<file path="src/rtl/core/lru_key_stack_assert.svh">
// Assertion macros used by the LRU key stack top level.
`ifndef LRU_KEY_STACK_ASSERT_SVH
`define LRU_KEY_STACK_ASSERT_SVH

// Same-cycle implication, disabled while reset is held.
`define LKS_ASSERT_NOW(lbl, clk, rst_n, ante, cons, msg) \
    lbl: assert property (@(posedge clk) disable iff (!(rst_n)) (ante) |-> (cons)) \
        else $error(msg);

// Next-cycle implication, disabled while reset is held.
`define LKS_ASSERT_NEXT(lbl, clk, rst_n, ante, cons, msg) \
    lbl: assert property (@(posedge clk) disable iff (!(rst_n)) (ante) |=> (cons)) \
        else $error(msg);

`endif

</file>
<file path="src/rtl/core/lks_pkg.sv">
// Package: shared constants and types of the LRU key stack.
`timescale 1ns / 1ps
package lks_pkg;

    localparam int LKS_MAX_ENTRIES = 8;
    localparam int LKS_KEY_W       = 32;
    localparam int LKS_CAP_W       = 4;
    localparam int LKS_RANK_OUT_W  = 3;
    localparam int LKS_OCC_OUT_W   = 4;
    localparam logic [LKS_CAP_W-1:0] LKS_CAP_RESET = 4'd5;

    localparam int LKS_APB_DATA_W = 32;
    localparam int LKS_APB_ADDR_W = 2;

    // Register index of the capacity limit.
    localparam logic [LKS_APB_ADDR_W-1:0] LKS_REG_CAPACITY = 2'd0;

    // Per-cell control, driven by the top level.
    typedef struct packed {
        logic                 shift;
        logic [LKS_KEY_W-1:0] probe;
    } t_cell_ctrl;

endpackage

</file>
<file path="src/rtl/core/lks_cell.sv">
// One rank of the LRU key stack: key register, comparator, shift from neighbor.
`timescale 1ns / 1ps
module lks_cell
    import lks_pkg::*;
(
    input  logic                 i_clk,
    input  t_cell_ctrl           i_ctrl,
    input  logic [LKS_KEY_W-1:0] i_prev_key,
    output logic [LKS_KEY_W-1:0] o_key,
    output logic                 o_match
);

    logic [LKS_KEY_W-1:0] r_key;

    // Take the neighbor's key when the stack shifts through this rank.
    always_ff @(posedge i_clk) begin
        if (i_ctrl.shift) begin
            r_key <= i_prev_key;
        end
    end

    assign o_key   = r_key;
    assign o_match = (r_key == i_ctrl.probe);

endmodule

</file>
<file path="src/rtl/core/lks_apb_regs.sv">
// APB register file of the LRU key stack: the capacity limit.
`timescale 1ns / 1ps
module lks_apb_regs
    import lks_pkg::*;
(
    input  logic                      i_clk,
    input  logic                      i_rst_n,
    input  logic                      psel,
    input  logic                      penable,
    input  logic                      pwrite,
    input  logic [LKS_APB_ADDR_W-1:0] paddr,
    input  logic [LKS_APB_DATA_W-1:0] pwdata,
    output logic [LKS_APB_DATA_W-1:0] prdata,
    output logic                      pready,
    output logic [LKS_CAP_W-1:0]      o_capacity
);

    logic [LKS_CAP_W-1:0] r_cap;
    logic                 wr_en;

    assign pready = 1'b1;
    assign wr_en  = psel && penable && pwrite;

    always_ff @(posedge i_clk) begin
        if (!i_rst_n) begin
            r_cap <= LKS_CAP_RESET;
        end else if (wr_en && ((paddr >> 2) == LKS_REG_CAPACITY)) begin
            r_cap <= pwdata[LKS_CAP_W-1:0];
        end
    end

    assign prdata     = {{(LKS_APB_DATA_W-LKS_CAP_W){1'b0}}, r_cap};
    assign o_capacity = r_cap;

endmodule

</file>
<file path="src/rtl/core/lru_key_stack.sv">
// Top level of the LRU key stack: sequencer, cell row and result register.
//
// Fully associative LRU stack of 32-bit keys kept in a row of MAX_ENTRIES
// cells, rank 0 most recent. Each accepted access passes through the steps
// accept, search (every cell compares its key in parallel and the match
// vector is registered), update (the row shifts down by one rank up to the
// hit rank or the fill level and the key lands in rank 0, while the result
// is written to the output register). A new access is taken once the
// sequencer is back in idle, so no new access is taken before the last
// one is done; the update waits only while an earlier result is still not
// transferred. A hit reports its rank; a miss with the store at the
// capacity limit evicts and reports the least recent key. The limit is
// register 0 on the APB port (reset 5, 0 acts as 1, above MAX_ENTRIES acts
// as MAX_ENTRIES) and is to be changed only while the block is idle. The
// store starts empty; no clearing pass is needed after reset.
`timescale 1ns / 1ps
`include "lru_key_stack_assert.svh"
module lru_key_stack
    import lks_pkg::*;
#(
    parameter int MAX_ENTRIES = LKS_MAX_ENTRIES
) (
    input  logic                      i_clk,
    input  logic                      i_rst_n,
    // access channel
    input  logic                      i_in_valid,
    output logic                      o_in_ready,
    input  logic [LKS_KEY_W-1:0]      i_access_key,
    // result channel
    output logic                      o_out_valid,
    input  logic                      i_out_ready,
    output logic                      o_hit,
    output logic [LKS_RANK_OUT_W-1:0] o_hit_rank,
    output logic                      o_evicted,
    output logic [LKS_KEY_W-1:0]      o_evicted_key,
    output logic [LKS_OCC_OUT_W-1:0]  o_occupancy,
    // configuration
    input  logic                      psel,
    input  logic                      penable,
    input  logic                      pwrite,
    input  logic [LKS_APB_ADDR_W-1:0] paddr,
    input  logic [LKS_APB_DATA_W-1:0] pwdata,
    output logic [LKS_APB_DATA_W-1:0] prdata,
    output logic                      pready
);

    localparam int CW = $clog2(MAX_ENTRIES + 1);
    localparam int RW = $clog2(MAX_ENTRIES);
    localparam int LW = (CW > LKS_CAP_W) ? CW : LKS_CAP_W;

    localparam logic [1:0] ST_IDLE   = 2'd0;
    localparam logic [1:0] ST_SEARCH = 2'd1;
    localparam logic [1:0] ST_UPDATE = 2'd2;

    logic [1:0]           r_state, n_state;
    logic [LKS_KEY_W-1:0] r_key;
    logic [CW-1:0]        r_count, n_count;
    logic [MAX_ENTRIES-1:0] r_match;
    logic [LKS_KEY_W-1:0] r_tail_key, n_tail_key;

    logic [LKS_CAP_W-1:0] cap;
    logic                 in_xfer, out_free, do_update;

    t_cell_ctrl           cell_ctrl [MAX_ENTRIES];
    logic [LKS_KEY_W-1:0] cell_key  [MAX_ENTRIES];
    logic [MAX_ENTRIES-1:0] cell_match;

    logic [MAX_ENTRIES-1:0] first_hit;
    logic                 hit;
    logic [RW-1:0]        rank;
    logic [LW-1:0]        eff_limit, cap_ext, count_ext;
    logic                 evict;
    logic [CW-1:0]        count_kept, shift_limit;

    // result register
    logic                 r_out_valid;
    logic                 r_hit, r_evicted;
    logic [LKS_RANK_OUT_W-1:0] r_rank_out;
    logic [LKS_KEY_W-1:0] r_ev_key;
    logic [LKS_OCC_OUT_W-1:0]  r_occ_out;
    logic [RW+LKS_RANK_OUT_W-1:0] rank_wide;
    logic [CW+LKS_OCC_OUT_W-1:0]  occ_wide;

    lks_apb_regs u_regs (
        .i_clk      (i_clk),
        .i_rst_n    (i_rst_n),
        .psel       (psel),
        .penable    (penable),
        .pwrite     (pwrite),
        .paddr      (paddr),
        .pwdata     (pwdata),
        .prdata     (prdata),
        .pready     (pready),
        .o_capacity (cap)
    );

    assign o_in_ready = (r_state == ST_IDLE);
    assign in_xfer    = i_in_valid && o_in_ready;
    assign out_free   = !r_out_valid || i_out_ready;
    assign do_update  = (r_state == ST_UPDATE) && out_free;

    // Sequencer: hold in update until the result register is free.
    always_comb begin
        n_state = r_state;
        unique case (r_state)
            ST_IDLE:   if (in_xfer) n_state = ST_SEARCH;
            ST_SEARCH: n_state = ST_UPDATE;
            ST_UPDATE: if (out_free) n_state = ST_IDLE;
            default:   n_state = ST_IDLE;
        endcase
    end

    always_ff @(posedge i_clk) begin
        if (!i_rst_n) begin
            r_state <= ST_IDLE;
        end else begin
            r_state <= n_state;
        end
    end

    always_ff @(posedge i_clk) begin
        if (in_xfer) begin
            r_key <= i_access_key;
        end
    end

    // Row of cells; rank 0 takes the access key, each other rank its upper neighbor.
    for (genvar g = 0; g < MAX_ENTRIES; g++) begin : g_cell
        logic [LKS_KEY_W-1:0] prev_key;
        if (g == 0) begin : g_head
            assign prev_key = r_key;
            assign cell_ctrl[g].shift = do_update;
        end else begin : g_body
            assign prev_key = cell_key[g-1];
            assign cell_ctrl[g].shift = do_update && (CW'(g) <= shift_limit);
        end
        assign cell_ctrl[g].probe = r_key;

        lks_cell u_cell (
            .i_clk      (i_clk),
            .i_ctrl     (cell_ctrl[g]),
            .i_prev_key (prev_key),
            .o_key      (cell_key[g]),
            .o_match    (cell_match[g])
        );
    end

    // Search: keep matches of filled ranks only, pick out the least recent key.
    always_comb begin
        n_tail_key = '0;
        for (int i = 0; i < MAX_ENTRIES; i++) begin
            if (CW'(i + 1) == r_count) begin
                n_tail_key = n_tail_key | cell_key[i];
            end
        end
    end

    always_ff @(posedge i_clk) begin
        if (r_state == ST_SEARCH) begin
            for (int i = 0; i < MAX_ENTRIES; i++) begin
                r_match[i] <= cell_match[i] && (CW'(i) < r_count);
            end
            r_tail_key <= n_tail_key;
        end
    end

    // Update: encode the hit rank, decide eviction and the shift depth.
    assign first_hit = r_match & (~r_match + MAX_ENTRIES'(1));
    assign hit       = |r_match;

    always_comb begin
        rank = '0;
        for (int i = 0; i < MAX_ENTRIES; i++) begin
            if (first_hit[i]) begin
                rank = rank | RW'(i);
            end
        end
    end

    assign cap_ext   = LW'(cap);
    assign count_ext = LW'(r_count);

    always_comb begin
        if (cap_ext == '0) begin
            eff_limit = LW'(1);
        end else if (cap_ext > LW'(MAX_ENTRIES)) begin
            eff_limit = LW'(MAX_ENTRIES);
        end else begin
            eff_limit = cap_ext;
        end
    end

    assign evict       = !hit && (count_ext >= eff_limit) && (r_count != '0);
    assign count_kept  = evict ? (r_count - CW'(1)) : r_count;
    assign shift_limit = hit ? CW'(rank) : count_kept;
    assign n_count     = hit ? r_count : (count_kept + CW'(1));

    always_ff @(posedge i_clk) begin
        if (!i_rst_n) begin
            r_count <= '0;
        end else if (do_update) begin
            r_count <= n_count;
        end
    end

    // Result register: fill on update, drop after transfer.
    assign rank_wide = {{LKS_RANK_OUT_W{1'b0}}, (hit ? rank : RW'(0))};
    assign occ_wide  = {{LKS_OCC_OUT_W{1'b0}}, n_count};

    always_ff @(posedge i_clk) begin
        if (!i_rst_n) begin
            r_out_valid <= 1'b0;
        end else if (do_update) begin
            r_out_valid <= 1'b1;
        end else if (i_out_ready) begin
            r_out_valid <= 1'b0;
        end
    end

    always_ff @(posedge i_clk) begin
        if (do_update) begin
            r_hit      <= hit;
            r_rank_out <= rank_wide[LKS_RANK_OUT_W-1:0];
            r_evicted  <= evict;
            r_ev_key   <= evict ? r_tail_key : '0;
            r_occ_out  <= occ_wide[LKS_OCC_OUT_W-1:0];
        end
    end

    assign o_out_valid   = r_out_valid;
    assign o_hit         = r_hit;
    assign o_hit_rank    = r_rank_out;
    assign o_evicted     = r_evicted;
    assign o_evicted_key = r_ev_key;
    assign o_occupancy   = r_occ_out;

    // Keys in the stack are unique, so at most one filled rank can match.
    `LKS_ASSERT_NOW(a_match_unique, i_clk, i_rst_n, r_state == ST_UPDATE, $onehot0(r_match), "more than one rank matched")
    // Fill level never passes the number of cells.
    `LKS_ASSERT_NOW(a_count_bound, i_clk, i_rst_n, 1'b1, r_count <= CW'(MAX_ENTRIES), "fill level above store size")
    // An accepted access always goes to the search cycle.
    `LKS_ASSERT_NEXT(a_accept_search, i_clk, i_rst_n, in_xfer, r_state == ST_SEARCH, "accept did not start a search")
    // A hit leaves the fill level unchanged and never evicts.
    `LKS_ASSERT_NEXT(a_hit_keeps_count, i_clk, i_rst_n, do_update && hit, (r_count == $past(r_count)) && !r_evicted, "hit changed the fill level")
    // A hit rank always lies inside the filled part of the stack.
    `LKS_ASSERT_NOW(a_rank_filled, i_clk, i_rst_n, do_update && hit, CW'(rank) < r_count, "hit outside filled ranks")

endmodule
</file>
<file path="config.mk">
export PLATFORM = sky130hd
export DESIGN_NAME = lru_key_stack
export DESIGN_NICKNAME = d
export VERILOG_FILES = /design/src/rtl/core/lks_pkg.sv /design/src/rtl/core/lks_cell.sv /design/src/rtl/core/lks_apb_regs.sv /design/src/rtl/core/lru_key_stack.sv
export VERILOG_INCLUDE_DIRS = /design/src /design/src/rtl/core
export SDC_FILE = /design/constraint.sdc
export NUM_CORES = 1
export LEC_CHECK = 0
export BUFFER_PORTS_ARGS = -buffer_cell sky130_fd_sc_hd__clkbuf_2
export CAP_MARGIN = 20
export CORE_UTILIZATION = 51
export DETAILED_ROUTE_END_ITERATION = 10
export PLACE_DENSITY_LB_ADDON = 0.05
export SLEW_MARGIN = 0
export SYNTH_ARGS = -nofsm -noshare
export SYNTH_HDL_FRONTEND = slang
export SYNTH_SLANG_ARGS = --single-unit
</file>
<file path="constraint.sdc">
create_clock -name i_clk -period 8.64 [get_ports i_clk]
set_clock_uncertainty 0.1 [all_clocks]
set_input_delay 1.728 -clock i_clk [delete_from_list [all_inputs] [get_ports i_clk]]
set_output_delay 1.728 -clock i_clk [all_outputs]
set_load 0.01 [all_outputs]
</file>
# After elaboration in Yosys (flattened, before gate mapping)
# Index checks and enable logic that the tools add are counted.
[word_totals]
output_inout_bits = 76
rom_bits = 0
memories = 0
ff_bits = 380
mem_bits_rw = 0
latchBits = 0
[classes]
magnitude_cmp = 17
reduce_logical = 30
n_mul = 0
shift = 0
bitwise_logic = 9
n_div = 0
add_sub_neg = 3
n_mux = 25
eq_ne = 20
[ops]
columns = ["cell", "count"]
rows = [
  ["$eq 32x32->1", 8],
  ["$mux 32", 8],
  ["$or 32x32->32", 7],
  ["$logic_and 1x1->1", 21],
  ["$mux 4", 5],
  ["$eq 3x4->1 const A", 4],
  ["$le 3x4->1 const A", 4],
  ["$lt 3x4->1 const A", 4],
  ["$mux 3", 4],
  ["$add 8x1->8 const B", 1],
  ["$and 8x8->8", 1],
  ["$eq 2x4->1 const A", 2],
  ["$le 2x4->1 const A", 2],
  ["$lt 1x4->1 const A", 2],
  ["$lt 2x4->1 const A", 2],
  ["$mux 2", 4],
  ["$not 8->8", 1],
  ["$reduce_or 8->1", 1],
  ["$pmux 2 s3", 1],
  ["$add 4x1->4 const B", 1],
  ["$eq 1x4->1 const A", 1],
  ["$eq 4x4->1 const A", 1],
  ["$ge 4x4->1", 1],
  ["$gt 4x4->1 const B", 1],
  ["other kinds (14)", 17],
]

# Logic depth before layout (Yosys ltp)
# Gate-level depths: netlist of run 1.
[depth]
word_depth = 16
mapped_depth = 14
depth_no_buf = 14

# Hierarchy
# Synthesis of run 1 repeated with hierarchy kept, for this count alone.
[hier_totals]
cells_unflattened = 1148
hier_area_um2 = 16864.9
[modules_own_cells]
columns = ["mod", "cells_per_inst", "n_inst", "area_each_um2"]
rows = [
  ["lks_cell", 75, 8, 1307.5],
  ["lru_key_stack", 495, 1, 5988.2],
  ["lks_apb_regs", 53, 1, 416.6],
]

# Worst setup path before layout of run 1
# OpenSTA, ideal clock, no wires.
[synth_timing]
path_type = "input-to-reg"
from = "input i_out_ready"
to = "register g_cell[5].u_cell.r_key[0], enable pin"
path_stages = 6
arrival_time_ps = 5549
required_ps = 8099
path_slack_ps = 2551
path_cell_list = "nand2b_1 -> nand2b_1 -> inv_1 -> nand2_1 -> a31o_2 -> a31oi_1"
[synth_rtl]
columns = ["item", "line", "rtl"]
rows = [
  ["from (decl)", "lru_key_stack.sv:31", "input logic i_out_ready,"],
  ["to (signal assigned)", "lks_cell.sv:18", "r_key <= i_prev_key;"],
  ["to (decl)", "lks_cell.sv:13", "logic [LKS_KEY_W-1:0] r_key;"],
]

==> reports/qor.csv, run 1 <==
stage,metric,value,unit
run_status,status,"finished, final reports clean",
die,die_w,184,µm
layout,antenna_cells,0,
synth,ys_top_cells_by_count,"edfxtp_1, xnor2_1, xor2_1",
worst_hold_path,hp-class,flop to flop,
worst_setup_path,startpoint,count_ext[1],
layout,nNetsFinal,1338,
sta,worstMarginPinSlew,1.07,ns
worst_setup_path,r2r-end,g_cell[3].u_cell.o_key[12],
worst_setup_path,max_stage_delay,0.60,ns
synth,syn_avg_cell_area,14.4,µm²
synth,synth_flop_cell,edfxtp_1,
die,rows,66,
global_route,grt_pass1_wl,71600,µm
worst_setup_path,start_kind,flop,
global_route,gr-usage-all-layers,30.0,%
place,dpl.hpwl,32400,µm
worst_hold_path,worstHoldEndpoint,g_cell[5].u_cell.o_key[23],
synth,synthCells,1178,
worst_setup_path,cp_top_family,buffers and inverters,
drt,drt_iter0_drc,1432,
die,ios,149,
global_route,grt_pass1_vias,10100,
sta,finalSetupViolCount,0,
clock_network,cts_tree,yes,
worst_setup_path,reg2reg_depth,9,
clock_network,cts_buffers,41,
worst_hold_path,min-delay-start,g_cell[4].u_cell.o_key[23],
worst_setup_path,critPathCaptureType,flop,
worst_setup_path,crit_arrival,3.94,ns
worst_setup_path,crit_type,flop to flop,
synth,yosys.cell_types.count,52,
drt,first_pass_iters,9,
clock_network,hold_buffers,0,
place,gp_congestion,0.990,
sta,timing.slew.headroom,28.8,%
clock_network,post-cts-setup-buffers,0,
drt,routed_wire_length_per_instance,28.7,µm
worst_setup_path,slowest_stage,dfxtp_1,
clock_network,path_clk_slew,0.07,ns
layout,post-route-util,58.8,%
clock_network,cts-root-buf,clkbuf_16,
sta,drv_slew,0,
worst_hold_path,min_delay_path_depth,0,
worst_setup_path,r2r_slack,4.76,ns
die,die_h,184,µm
drt,antenna_left,0,
pwr,vdd_drop_max,0.000126,V
synth,synth.most_common_cell,edfxtp_1,
layout,drive_gt1_share,14.6,%
worst_setup_path,crit_buf_inv,2,
die,core_area,32600,µm²
pwr,powerDensity,214,nW/µm²
worst_setup_path,crit_chain,clkinv_1 > ha_1 > nor3b_1 > nor3_4 > nand3_4 > o221a_2 > o21bai_1 > o21ai_4 > buf_4,
sta,max_freq,258,MHz
clock_network,cts_resized,0,
sta,period_share,44.9,%
synth,async_flop_share,0,%
clock_network,h-tree-depth,2,
sta,rsz0062_at_grt,false,
sta,tns,0,ns
synth,ys_top_cells_by_area,"edfxtp_1, xnor2_1, xor2_1, nand4_1, a222oi_1",
synth,synth-edff-count,369,
worst_setup_path,cp_data_required_time,8.70,ns
synth,yosys_warnings,0,
job,maxCapViolations,0,
worst_setup_path,crit_path_max_fanout,32,
layout,fillers,2607,
pwr,power,4.11,mW
global_route,globalRoute.totalOverflow,0,
sta,hold_viol_final,0,
worst_setup_path,rr_startpoint,count_ext[1],
synth,synth_top_area_share,65.5,%
clock_network,insertion_delay,0.55,ns
clock_network,cts.sinks,380,
pwr,p_leak,6.54,nW
place,port_buffers,89,
die,start_util,51.9,%
drt,vias,10700,
synth,ys_ff_latch,380,
drt,wl,49600,µm
synth,yosysTopAreaCell,edfxtp_1,
drt,viasPerCell,6.19,
synth,synth_area,16900,µm²
layout,area_delta_synth_final,13.3,%
global_route,antenna_found_initial,0,
sta,fin_crit,3.88,ns
die,die_area,33900,µm²
synth,yosysSeqAreaShare,66.8,%
drt,drc,0,
clock_network,cts_buffer_depth,3,
global_route,grt_start_max_net_pins,63,
-- placed cells by master, fill, tap and decap left out, drive strengths merged, types with 9 or more instances in the layout --
cell type	count
a21oi	10
a221oi	31
a222oi	32
a22o	30
and3	33
buf	17
clkbuf	137
clkinv	20
conb	29
dfxtp	11
edfxtp	369
ha	11
inv	20
mux2i	9
nand2	47
nand3	42
nand4	52
nor2	22
nor4	32
o21ai	11
xnor2	183
xor2	73
-- metrics by stage --
step	std cells	setup slack (ns)	cell area [µm²]	hold slack, ns
final	1728	4.76	19200	0.382
after global routing	1728	4.57	19200	0.394
after CTS	1727	4.80	19200	0.380
after detailed placement	1652	4.28	17800	0.371
after global placement	1652	4.32	17800	0.373
after floorplan	1205	2.55	17000	0.324
-- final cells by class --
type	instances	area [µm²]	share of cell area, %
multi-input cells	703	5260	27.4
flip-flops and latches	380	11300	58.9
repair buffers	107	586	3.05
inverters	21	80.1	0.418
clock buffers	48	1090	5.71
well taps	442	553	2.88
clock inverters	27	302	1.57
-- worst max path at each step --
| stage | slack, ns | cells past startpoint | endpoint |
|---|---|---|---|
| floorplan | 2.55 | 6 | g_cell[5].u_cell.o_key[0] |
| global placement | 4.32 | 8 | count_ext[2] |
| detailed placement | 4.28 | 8 | count_ext[0] |
| CTS | 4.80 | 9 | g_cell[3].u_cell.o_key[18] |
| global route | 4.57 | 9 | g_cell[3].u_cell.o_key[13] |
| finish | 4.76 | 9 | g_cell[3].u_cell.o_key[12] |
-- layer usage --
metal  GRT usage [%]  wire length [µm]  vias to the layer above
li1                -                 -                     4588
met1            42.4             20000                     5298
met2            47.2             23000                      705
met3            5.95              5230                      109
met4            8.27              1460                        0
met5               0                 0                        -
-- state kept, by name (all words and copies together) (netlist names) --
| signal | cells |
|---|---|
| o_hit | 1 |
| g_cell.u_cell.o_key | 256 |
| count_ext | 4 |
| r_tail_key | 32 |
| r_match | 8 |
| r_state | 2 |
| o_hit_rank | 3 |
| o_evicted_key | 32 |
| o_out_valid | 1 |
| o_occupancy | 4 |
| u_regs.o_capacity | 4 |
| g_cell.prev_key | 32 |
| o_evicted | 1 |
-- report_power, final --
group / total, mW / switching, mW / internal [mW] / leakage (nW)
logic: 0.183 / 0.117 / 0.0667 / 2.37
registers: 2.09 / 0.0525 / 2.04 / 3.49
clock network: 1.84 / 0.723 / 1.11 / 0.682
-- worst reg2reg max path, delay by kind of cell (launching register included) --
| family | cells | cell delay, ns |
|---|---|---|
| simple gates | 3 | 0.60 |
| fa+ha+maj | 1 | 0.38 |
| flops | 1 | 0.60 |
| buf+inv | 2 | 1.00 |
| compound gates | 3 | 0.80 |
-- cell families after synthesis --
| family | synth area share [%] |
|---|---|
| AO/OA/AOI/OAI | 6.88 |
| AND/OR/NAND/NOR | 8.35 |
| XOR/XNOR | 13.2 |
| other | 0.0444 |
| buffers and inverters | 3.36 |
| flip-flops | 66.8 |
| multiplexers | 0.554 |
| adder cells (fa/ha/maj) | 0.813 |
Power figures use the tool's default switching activity.
==> run 2, diff against run 1 <==
clock period = 3.45 ns   (was 8.64 ns; I/O delays follow)
==> run 2 against run 1 <==
Net effect:
- maximum frequency increased by 20%
- critical endpoint is now g_cell[4].u_cell.o_key[19]
- clock power increased by 140%
- routed wire length increased by 1.6%
- sequential power rose to 2.5 times the previous value
- count of clock-buffer cells in the layout up 6
- final cell count increased by 0.87%
- via count decreased by 0.22%
- largest cell class unchanged
- utilization increased by 0.47 points
- global-route usage grew 0.54 points
- sequential share of layout area fell by 0.47 points
- register-to-register slack lost 4.6 ns
- die area did not move
==> reports/qor.csv, run 2 (synthesis gave the netlist of run 1 again) <==
stage,metric,value,unit,change
worst_setup_path,slowest_stage,nor4_1,,
layout,drive_gt1_share,15.8,%,+1.2 points
place,placed_area,18000,µm²,+1.5%
worst_setup_path,crit_path_max_fanout,32,,unchanged
clock_network,cts_buffers,40,,-2.4%
sta,fin_ws,0.211,ns,-4.55 ns
worst_setup_path,start_kind,flop,,
die,rows,66,,unchanged
worst_setup_path,max_stage_delay,0.54,ns,-0.06 ns
global_route,grt.busiest_layer,met2,,
run_status,status,"finished, final reports clean",,
drt,drc,0,,unchanged
global_route,globalRoute.totalOverflow,0,,unchanged
sta,max_freq,309,MHz,+20%
global_route,grt_pass1_wl,72300,µm,+0.96%
sta,period_share,93.9,%,+49 points
global_route,use_met2,45.7,%,-1.5 points
sta,fin_crit,3.24,ns,-0.639 ns
sta,timing.slew.headroom,29.4,%,+0.53 points
die,die_h,184,µm,unchanged
worst_setup_path,crit_chain,nor2_1 > nor2_1 > nor2_1 > ha_1 > nor2b_1 > o21a_1 > nor4_1 > xnor2_1 > a31o_2 > clkinvlp_4 > buf_4,,
worst_hold_path,hp-class,input port to flop,,
layout,antenna_cells,0,,unchanged
layout,stdcell_count,1743,,+0.87%
clock_network,cts_resized,0,,unchanged
clock_network,cts_buffer_depth,3,,unchanged
layout,area_delta_synth_final,14.2,%,
global_route,antenna_found_initial,0,,unchanged
die,ios,149,,unchanged
place,gp_congestion,0.928,,-6.3%
global_route,grt_pass1_vias,10200,,+1.1%
layout,fillers,2562,,-1.7%
place,place_ws,0.252,ns,-4.03 ns
place,dpl.hpwl,34100,µm,+5.4%
worst_setup_path,critPathCaptureType,flop,,
worst_setup_path,crit_arrival,3.31,ns,-0.63 ns
sta,hold_viol_final,0,,unchanged
die,die_area,33900,µm²,unchanged
global_route,gr-usage-met3,6.76,%,+0.81 points
drt,wl,50400,µm,+1.6%
sta,worstMarginPinSlew,1.06,ns,-0.00789 ns
global_route,gr-usage-all-layers,30.5,%,+0.54 points
sta,finalSetupViolCount,0,,unchanged
pwr,power,10.0,mW,+140%
layout,largest_reg_flops,256,,unchanged
drt,vias,10700,,-0.22%
sta,drv_slew,0,,unchanged
global_route,use_met1,42.9,%,+0.58 points
layout,final_area,19300,µm²,+0.80%
drt,first_pass_iters,8,,-1
sta,rsz0062_at_grt,false,,
layout,post-route-util,59.3,%,+0.47 points
worst_setup_path,timing.critical_path.mode_cell,nor2_1,,
worst_setup_path,cp_data_required_time,3.52,ns,-5.18 ns
global_route,grt_start_max_net_pins,43,,-32%
die,start_util,51.9,%,unchanged
layout,nNetsFinal,1358,,+1.5%
clock_network,cts_tree,yes,,
drt,routed_wire_length_per_instance,28.9,µm,+0.77%
drt,viasPerCell,6.13,,-1.1%
pwr,p_leak,6.58,nW,+0.61%
clock_network,cts-root-buf,clkbuf_16,,
sta,tns,0,ns,unchanged
clock_network,insertion_delay,0.55,ns,about the same
place,port_buffers,89,,unchanged
die,core_area,32600,µm²,unchanged
worst_setup_path,crit_type,flop to flop,,
drt,antenna_left,0,,unchanged
drt,drt_iter0_drc,1457,,+1.7%
clock_network,post-cts-setup-buffers,0,,unchanged
layout,final_cell_mix,"edfxtp_1, xnor2_1, clkbuf_2",,
layout,layout_commonest_cell,edfxtp_1,,
worst_setup_path,reg2reg_depth,11,,+2
place,dp_cells,1674,,+1.3%
clock_network,hold_buffers,0,,unchanged
pwr,vdd_drop_max,0.000386,V,+210%
job,maxCapViolations,0,,unchanged
pwr,powerDensity,520,nW/µm²,+140%
worst_hold_path,min_delay_path_depth,1,,+1
sta,hold_ws,0.215,ns,-0.167 ns
die,die_w,184,µm,unchanged
clock_network,path_clk_slew,0.06,ns,about the same
clock_network,cts.sinks,380,,unchanged
clock_network,h-tree-depth,2,,unchanged
[run 2: cell count changes in the layout (fill, tap and decap cells not counted), moves of 2 or more]
cell / previous run / this run
bufinv_16: 7 / 4
buf_4: 17 / 31
clkinv_2: 7 / 3
clkinv_1: 13 / 7
clkbuf_1: 5 / 11
buf_12: 0 / 8
clkinvlp_4: 1 / 3
[run 2: layout make-up]
class	instances	area, µm²	share of cell area [%]
clock buffers	54	1110	5.72
clock inverters	15	181	0.938
inverters	21	86.3	0.447
multi-input cells	703	5270	27.2
flip-flops and latches	380	11300	58.5
well taps	442	553	2.86
repair buffers	128	838	4.34
[run 2: final timing paths]
path | endpoint | from | slack, ns
min reg2reg | g_cell[5].u_cell.o_key[29] | g_cell[4].u_cell.o_key[29] | 0.39
max reg2reg | g_cell[4].u_cell.o_key[19] | u_regs.o_capacity[1] | 0.21
max | g_cell[4].u_cell.o_key[19] | u_regs.o_capacity[1] | 0.21
min | g_cell[0].prev_key[9] | i_access_key[9] | 0.22
[run 2: report_power, final]
part,internal [mW],switching [mW]
Combinational,0.176,0.304
Clock,2.54,1.79
Sequential,5.11,0.123
Total,7.83,2.22
[run 2: critical path: cells and delay by family, from the launching register on]
| family | cells | cell delay, ns |
|---|---|---|
| buffers and inverters | 2 | 0.60 |
| AO/OA/AOI/OAI | 2 | 0.55 |
| XOR/XNOR | 1 | 0.17 |
| AND/OR/NAND/NOR | 5 | 0.79 |
| flip-flops | 1 | 0.37 |
| adder cells (fa/ha/maj) | 1 | 0.27 |
[run 2: routing by layer]
layer / wire length, µm / part of all wire, % / vias up
met1: 20500 / 41 / 5307
met4: 2070 / 4.1 / 0
met3: 5260 / 10 / 92
met2: 22600 / 45 / 647
li1: - / - / 4630
met5: 0 / 0 / -
